`src/hdl/uarc_pkg.sv`:
```
// Shared types, constants and helpers for the unsigned-to-ASCII radix converter.
package uarc_pkg;

    localparam int VALUE_W = 32;
    localparam int PLACE_W = 5;
    localparam int CHAR_W  = 8;
    localparam int DIGIT_W = 4;

    localparam int VALUE_BITS_DEFAULT = 32;

    localparam logic [1:0] CMD_DEC = 2'd0;
    localparam logic [1:0] CMD_HEX = 2'd1;
    localparam logic [1:0] CMD_BIN = 2'd2;

    localparam logic [CHAR_W-1:0] CHAR_ZERO  = 8'h30;
    localparam logic [CHAR_W-1:0] CHAR_UPPER = 8'h41;
    localparam logic [DIGIT_W-1:0] DEC_RADIX = 4'd10;

    // Control shared by every cell of the digit chain.
    typedef struct packed {
        logic load;
        logic dabble;
        logic shift;
    } cell_ctrl_t;

    // Maps one digit value to its ASCII character.
    function automatic logic [CHAR_W-1:0] digit_char(input logic [DIGIT_W-1:0] d);
        logic [CHAR_W-1:0] c;
        if (d < DEC_RADIX)
        begin
            c = CHAR_ZERO + CHAR_W'(d);
        end
        else
        begin
            c = CHAR_UPPER + CHAR_W'(d - DEC_RADIX);
        end
        return c;
    endfunction

endpackage

```
`src/hdl/uarc_cell.sv`:
```
// One digit cell of the converter chain: load, BCD add-3-and-shift, or digit shift.
module uarc_cell
    import uarc_pkg::*;
(
    input  logic               clk,
    input  logic               rst_n,
    input  cell_ctrl_t         ctrl,
    input  logic [DIGIT_W-1:0] load_digit,
    input  logic               carry_in,
    input  logic [DIGIT_W-1:0] lower_digit,
    output logic [DIGIT_W-1:0] digit,
    output logic               carry_out
);

    logic [DIGIT_W-1:0] digit_reg;
    logic [DIGIT_W-1:0] digit_next;
    logic [DIGIT_W-1:0] adj;

    // A BCD digit of five or more overflows on the coming doubling, so add three first.
    assign adj       = (digit_reg >= DIGIT_W'(5)) ? digit_reg + DIGIT_W'(3) : digit_reg;
    assign carry_out = adj[DIGIT_W-1];
    assign digit     = digit_reg;

    always_comb
    begin
        digit_next = digit_reg;
        if (ctrl.load)
        begin
            digit_next = load_digit;
        end
        else if (ctrl.dabble)
        begin
            digit_next = {adj[DIGIT_W-2:0], carry_in};
        end
        else if (ctrl.shift)
        begin
            digit_next = lower_digit;
        end
    end

    always_ff @(posedge clk or negedge rst_n)
    begin
        if (!rst_n)
        begin
            digit_reg <= '0;
        end
        else
        begin
            digit_reg <= digit_next;
        end
    end

endmodule

```
`src/hdl/unsigned_to_ascii_radix_converter.sv`:
```
// Top level of the unsigned-to-ASCII radix converter: control and the digit cell chain.
// Per transaction at VALUE_BITS = 32, decimal runs 32 add-3-and-shift steps through the BCD
// cells, then 10 digit slots; hexadecimal and binary run only their digit slots, one per
// possible digit; an unused selector never raises busy. Each digit slot either drops a
// leading zero or emits one result, so the first result follows the last conversion step
// after the leading zeros. A new start is taken while busy is low. Results cannot be stalled.
// Reset (rst_n, asynchronous, active low) returns the block to idle with no result pending.
module unsigned_to_ascii_radix_converter
    import uarc_pkg::*;
#(
    parameter int VALUE_BITS = VALUE_BITS_DEFAULT
)
(
    input  logic              clk,
    input  logic              rst_n,
    input  logic              start,
    output logic              busy,
    input  logic [1:0]        cmd,
    input  logic [VALUE_W-1:0] value,
    output logic              result_valid,
    output logic [CHAR_W-1:0] ascii_char,
    output logic [PLACE_W-1:0] digit_place,
    output logic              last_digit
);

    // Only the low bits of the value take part; the port is never wider than 32 bits.
    localparam int EFF_BITS = (VALUE_BITS < VALUE_W) ? VALUE_BITS : VALUE_W;
    // One cell per possible digit; binary needs the most.
    localparam int NCELL    = EFF_BITS;
    // Decimal digits of the largest value: floor(n * log10(2)) + 1.
    localparam int NDEC     = ((EFF_BITS * 1233) >> 12) + 1;
    localparam int NHEX     = (EFF_BITS + 3) / 4;
    // Each radix keeps its most significant possible digit in the top cell.
    localparam int DEC_BASE = NCELL - NDEC;
    localparam int HEX_BASE = NCELL - NHEX;
    localparam int REM_W    = $clog2(NCELL + 1);
    localparam int CNT_W    = $clog2(EFF_BITS + 1);

    typedef enum logic [1:0] {
        ST_IDLE,
        ST_DABBLE,
        ST_EMIT
    } state_t;

    state_t                state_reg;
    logic [EFF_BITS-1:0]   bin_reg;
    logic [CNT_W-1:0]      cnt_reg;
    logic [REM_W-1:0]      rem_reg;
    logic                  lead_done_reg;
    logic [PLACE_W-1:0]    place_reg;
    logic                  result_valid_reg;
    logic [CHAR_W-1:0]     ascii_char_reg;
    logic [PLACE_W-1:0]    digit_place_reg;
    logic                  last_digit_reg;

    logic                  accept;
    logic                  cmd_known;
    cell_ctrl_t            ctrl;
    logic [NHEX*4-1:0]     hex_pad;
    logic [DIGIT_W-1:0]    cell_digit [NCELL];
    logic                  cell_carry [NCELL];
    logic [DIGIT_W-1:0]    top_digit;
    logic                  skip_zero;

    assign busy      = (state_reg != ST_IDLE);
    assign cmd_known = (cmd inside {CMD_DEC, CMD_HEX, CMD_BIN});
    assign accept    = start && !busy;

    // Cells load on a known command, run the BCD conversion for decimal, and shift
    // upward by one digit in every emit slot so the top cell always holds the next digit.
    assign ctrl.load   = accept && cmd_known;
    assign ctrl.dabble = (state_reg == ST_DABBLE);
    assign ctrl.shift  = (state_reg == ST_EMIT);

    assign hex_pad   = (NHEX * 4)'(value[EFF_BITS-1:0]);
    assign top_digit = cell_digit[NCELL-1];
    // Leading zeros are dropped, but the final digit slot always emits so zero shows as '0'.
    assign skip_zero = !lead_done_reg && (top_digit == '0) && (rem_reg > REM_W'(1));

    for (genvar i = 0; i < NCELL; i++)
    begin : g_cell
        logic [DIGIT_W-1:0] hex_d;
        logic [DIGIT_W-1:0] load_d;
        logic               cin;
        logic [DIGIT_W-1:0] low_d;

        if (i >= HEX_BASE)
        begin : g_hex
            assign hex_d = hex_pad[4*(i-HEX_BASE) +: 4];
        end
        else
        begin : g_nohex
            assign hex_d = '0;
        end

        always_comb
        begin
            case (cmd)
                CMD_HEX: load_d = hex_d;
                CMD_BIN: load_d = {{(DIGIT_W-1){1'b0}}, value[i]};
                default: load_d = '0;
            endcase
        end

        // The lowest decimal cell takes the binary bits; cells under it stay zero.
        if (i == DEC_BASE)
        begin : g_dec_in
            assign cin = bin_reg[EFF_BITS-1];
        end
        else if (i == 0)
        begin : g_bottom
            assign cin = 1'b0;
        end
        else
        begin : g_chain
            assign cin = cell_carry[i-1];
        end

        if (i == 0)
        begin : g_low0
            assign low_d = '0;
        end
        else
        begin : g_lown
            assign low_d = cell_digit[i-1];
        end

        uarc_cell u_cell (
            .clk         (clk),
            .rst_n       (rst_n),
            .ctrl        (ctrl),
            .load_digit  (load_d),
            .carry_in    (cin),
            .lower_digit (low_d),
            .digit       (cell_digit[i]),
            .carry_out   (cell_carry[i])
        );
    end

    always_ff @(posedge clk or negedge rst_n)
    begin
        if (!rst_n)
        begin
            state_reg        <= ST_IDLE;
            bin_reg          <= '0;
            cnt_reg          <= '0;
            rem_reg          <= '0;
            lead_done_reg    <= 1'b0;
            place_reg        <= '0;
            result_valid_reg <= 1'b0;
            ascii_char_reg   <= '0;
            digit_place_reg  <= '0;
            last_digit_reg   <= 1'b0;
        end
        else
        begin
            result_valid_reg <= 1'b0;
            last_digit_reg   <= 1'b0;
            case (state_reg)
                ST_IDLE:
                begin
                    if (accept && cmd_known)
                    begin
                        bin_reg       <= value[EFF_BITS-1:0];
                        cnt_reg       <= CNT_W'(EFF_BITS);
                        lead_done_reg <= 1'b0;
                        place_reg     <= '0;
                        case (cmd)
                            CMD_DEC:
                            begin
                                rem_reg   <= REM_W'(NDEC);
                                state_reg <= ST_DABBLE;
                            end
                            CMD_HEX:
                            begin
                                rem_reg   <= REM_W'(NHEX);
                                state_reg <= ST_EMIT;
                            end
                            default:
                            begin
                                rem_reg   <= REM_W'(NCELL);
                                state_reg <= ST_EMIT;
                            end
                        endcase
                    end
                end
                ST_DABBLE:
                begin
                    bin_reg <= {bin_reg[EFF_BITS-2:0], 1'b0};
                    cnt_reg <= cnt_reg - CNT_W'(1);
                    if (cnt_reg == CNT_W'(1))
                    begin
                        state_reg <= ST_EMIT;
                    end
                end
                ST_EMIT:
                begin
                    rem_reg <= rem_reg - REM_W'(1);
                    if (!skip_zero)
                    begin
                        lead_done_reg    <= 1'b1;
                        result_valid_reg <= 1'b1;
                        ascii_char_reg   <= digit_char(top_digit);
                        digit_place_reg  <= place_reg;
                        last_digit_reg   <= (rem_reg == REM_W'(1));
                        place_reg        <= place_reg + PLACE_W'(1);
                    end
                    if (rem_reg == REM_W'(1))
                    begin
                        state_reg <= ST_IDLE;
                    end
                end
                default:
                begin
                    state_reg <= ST_IDLE;
                end
            endcase
        end
    end

    assign result_valid = result_valid_reg;
    assign ascii_char   = ascii_char_reg;
    assign digit_place  = digit_place_reg;
    assign last_digit   = last_digit_reg;

    // The final digit of a number closes the transaction.
    a_last_ends: assert property (@(posedge clk) disable iff (!rst_n)
        (result_valid && last_digit) |-> !busy)
        else $error("last digit shown while still busy");

    // Once digits start they come in consecutive cycles with consecutive places.
    a_digits_run: assert property (@(posedge clk) disable iff (!rst_n)
        (result_valid && !last_digit) |=>
            (result_valid && (digit_place == PLACE_W'($past(digit_place) + 1'b1))))
        else $error("gap or place jump inside a number");

    // An unused selector produces nothing.
    a_unused_cmd: assert property (@(posedge clk) disable iff (!rst_n)
        (start && !busy && !cmd_known) |=> (!busy && !result_valid))
        else $error("unused selector started a conversion");

    // Every emitted character is a digit or an upper-case hex letter.
    a_char_set: assert property (@(posedge clk) disable iff (!rst_n)
        result_valid |-> (((ascii_char >= 8'h30) && (ascii_char <= 8'h39)) ||
                          ((ascii_char >= 8'h41) && (ascii_char <= 8'h46))))
        else $error("character outside the digit set");

    // The first digit of a number never lags a leading zero: it is nonzero unless it is alone.
    a_no_lead_zero: assert property (@(posedge clk) disable iff (!rst_n)
        (result_valid && (digit_place == '0) && !last_digit) |-> (ascii_char != 8'h30))
        else $error("leading zero emitted");

endmodule

```
`config.mk`:
```
export PLATFORM = sky130hd
export DESIGN_NAME = unsigned_to_ascii_radix_converter
export DESIGN_NICKNAME = d
export VERILOG_FILES = /design/src/hdl/uarc_pkg.sv /design/src/hdl/uarc_cell.sv /design/src/hdl/unsigned_to_ascii_radix_converter.sv
export SDC_FILE = /design/constraint.sdc
export NUM_CORES = 1
export LEC_CHECK = 0
export ABC_AREA = 1
export BUFFER_PORTS_ARGS = -buffer_cell sky130_fd_sc_hd__buf_2
export CAP_MARGIN = 20
export CORE_MARGIN = 4
export CORE_UTILIZATION = 45
export DETAILED_ROUTE_END_ITERATION = 8
export GPL_TIMING_DRIVEN = 0
export PLACE_DENSITY = 0.73
export SYNTH_ARGS = -nofsm -noshare
export SYNTH_HDL_FRONTEND = slang
export SYNTH_SLANG_ARGS = --single-unit
```
`constraint.sdc`:
```
create_clock -name clk -period 4.94 [get_ports clk]
set_input_delay 1.235 -clock clk [delete_from_list [all_inputs] [get_ports clk]]
set_output_delay 1.235 -clock clk [all_outputs]
set_load 0.005 [all_outputs]
```
==> summary.txt <==
Outcome: finished clean
TritonCTS buffer count: 17
Pre-CTS WS: 1.74 ns
CTS Hold Bufs: 0
Antenna cell count: 0
Total gr overflow: 0
Hold Crit Class: register to register
RSZ-0062 raised after global routing: false
Ports: 53
Met1 GRT Util: 0.333
Clock Latency Late Sink: 0.46 ns
DIE AREA: 31600 um2
Register area: 4850 um2
Top-count cell post-synth: nand2_1
Clock-pin slew on the worst setup and hold paths: 0.08 ns
Routed WL per cell: 16.8 um
First-pass GRT wire length: 63.2 mm
Standby leakage power: 6.85 nW
Fmax: 357 MHz
Worst-Margin Slew: 0.859 ns
Met2 Use GR: 0.411
Final non-filler cell total: 2341
Setup-failing EPs final: 0
DR pass1 iterations: 5
# resized after CTS: 0
Syn Std Cell Area: 13000 um2
Layout cells sized above 1: 0.0718
Area contributors post-synth: dfrtp_1 (37%), nand2_1 (13%), nor2_1 (9.0%), ha_1 (7.7%), o21ai_0 (7.2%)
R2r endpoint: g_cell[11].u_cell.digit[3]
Post-Syn Instances: 1880
Asr flop ratio synth: 1.00
NumNets Final: 2068
Yosys reg bits: 194
1st-iter DRT viols: 1174
Worst-path fanout max: 10
CTS Sinks: 194
Area Overhead vs Synth: 10.1%
Crit end category: register
GRT Total Usage: 0.251
Fin crit share: 0.567
Level count of the clock H-tree: 4
Net count after synthesis: 1997
Tmin final: 2.80 ns
Crit path from: cmd[0]
Multi-input logic area: 6870 um2
Required @ worst endpoint: 5.32 ns
Clk root buf: clkbuf_16
Final hold vios: 0
Slew Viols, Final: 0
Max-Cap Viols: 0
Netlist cell types: 35
Reg2reg setup slack: 2.53 ns
Met3 usage: 0.0445
CTS tree: built
Util after Layout: 0.508
Total wire length: 39.3 mm
Port bufs: 51
Avg Cell Area, Syn: 6.89 um2
Postcts setup bufs: 0
Critical R2R Launch: state_reg[1]
Max FFs per register: 128
Synth top area share: 0.375
Top cells by count, synth: nand2_1 (461), nor2_1 (312), inv_1 (221)
Final antenna-violating net count: 0
WP data arrival: 3.18 ns
Worst VDD drop: 0.000295 V
Largest net degree at the start of global routing: 105
Startpoint Class: input port
Final worst slack: 2.14 ns
Sum Neg Setup Slack: 0 ns
Ys flop type: dfrtp_1
Synth area leader: dfrtp_1
Fillers: 2803
R2R cell count: 7
Final setup skew: 0.0131 ns
Setup CP Type: input port to register
Die Span Y: 178 um
Drt via density: 5.46
DP HPWL: 28.2 mm
Slew margin rel.: 0.427
Core area: 28100 um2
CP endpoint: g_cell[7].u_cell.digit[0]
Yosys Warn Count: 0
Initial Utilization: 0.461
Initial antenna violation count: 1
Horiz. Die Dim: 178 um
Seq/Total Area, Yosys: 0.375
Via count: 12.8k
DRC: 0
Gr busiest metal: met2
Row cnt: 61
Placed Cells: 2310
Number of global-route vias before repair: 12.2k
Pwr/cell area: 622 nW/um2
EDFF count, synth: 0
GP Congestion: 0.957
Maximum clock insertion buffer count: 2
==> worst min path at each step <==
| stage | startpoint | endpoint | slack (ns) | depth (start not counted) |
|---|---|---|---|---|
| 5_1_grt | digit_place[4] | digit_place[4] | 0.50 | 2 |
| 6_report | digit_place[4] | digit_place[4] | 0.48 | 2 |
| 3_3_place_gp | digit_place[4] | digit_place[4] | 0.46 | 2 |
| 2_1_floorplan | bin_reg[0] | bin_reg[0] | 0.45 | 2 |
| 3_5_place_dp | digit_place[4] | digit_place[4] | 0.46 | 2 |
| 4_1_cts | ascii_char[4] | ascii_char[4] | 0.48 | 2 |
==> cells in the final DEF (no fill, tap or decap), types with 4 or more instances in the layout <==
cell type | synthesis | layout
nand3_1 | 72 | 72
o21ai_0 | 186 | 186
nand2_1 | 461 | 461
xor2_1 | 33 | 33
a21oi_1 | 102 | 102
clkinv_4 | 1 | 4
inv_1 | 221 | 221
a22oi_1 | 14 | 14
buf_4 | 10 | 10
dfrtp_1 | 194 | 194
clkbuf_16 | 0 | 17
nor3_1 | 4 | 4
ha_1 | 80 | 80
a31oi_1 | 44 | 44
nand4_1 | 9 | 9
o21ai_1 | 19 | 19
inv_6 | 0 | 4
buf_2 | 31 | 81
nor2_1 | 312 | 312
clkbuf_1 | 30 | 30
o22ai_1 | 32 | 32
==> cell type report <==
class                   count  area share
repair buffers             52      0.0205
clock buffers              17      0.0298
multi-input cells        1384       0.481
well taps                 378      0.0331
flip-flops and latches    194       0.340
clock inverters            14     0.00859
plain buffers              77      0.0273
inverters                 225      0.0595
==> critical path: stages <==
cell and delay (ns):
buf_2 0.13, inv_1 0.08, ha_1 0.14, clkbuf_1 0.37, nand2_1 0.28, clkbuf_2 0.25
o21ai_0 0.45, nor2_1 0.10, a21oi_1 0.14
==> cell families after synthesis <==
group / after synthesis / share of synthesized area
other: 1 / 0.000289
and+or+nand+nor: 869 / 0.264
buffers and inverters: 302 / 0.0956
xor gates and xnor gates: 35 / 0.0237
AOI/OAI and AO/OA: 399 / 0.165
DFF: 194 / 0.375
adders and majority gates: 80 / 0.0772
==> stage by stage <==
stage               cell area, um2  power, W  hold WS [ns]
global route                 14300   0.00966         0.499
floorplan                    13000   0.00595         0.453
detailed placement           13700   0.00742         0.459
CTS                          14300   0.00880         0.479
global placement             13700   0.00726         0.458
finish                       14300   0.00888         0.478
==> layer usage <==
layer | vias to the layer above | routed length, um | share of wire
met2 | 493 | 18200 | 0.46
met5 | - | 13 | 0.00033
met1 | 6045 | 16900 | 0.43
met4 | 2 | 1380 | 0.035
met3 | 90 | 2830 | 0.072
li1 | 6159 | - | -
==> report_power, final <==
group / internal (W) / total (W) / switching, W
Combinational: 0.00153 / 0.00475 / 0.00322
Clock: 0.000661 / 0.00138 / 0.000719
Sequential: 0.00220 / 0.00275 / 0.000544
Total: 0.00440 / 0.00888 / 0.00448
Note: power is estimated with default switching activity, not from simulation.
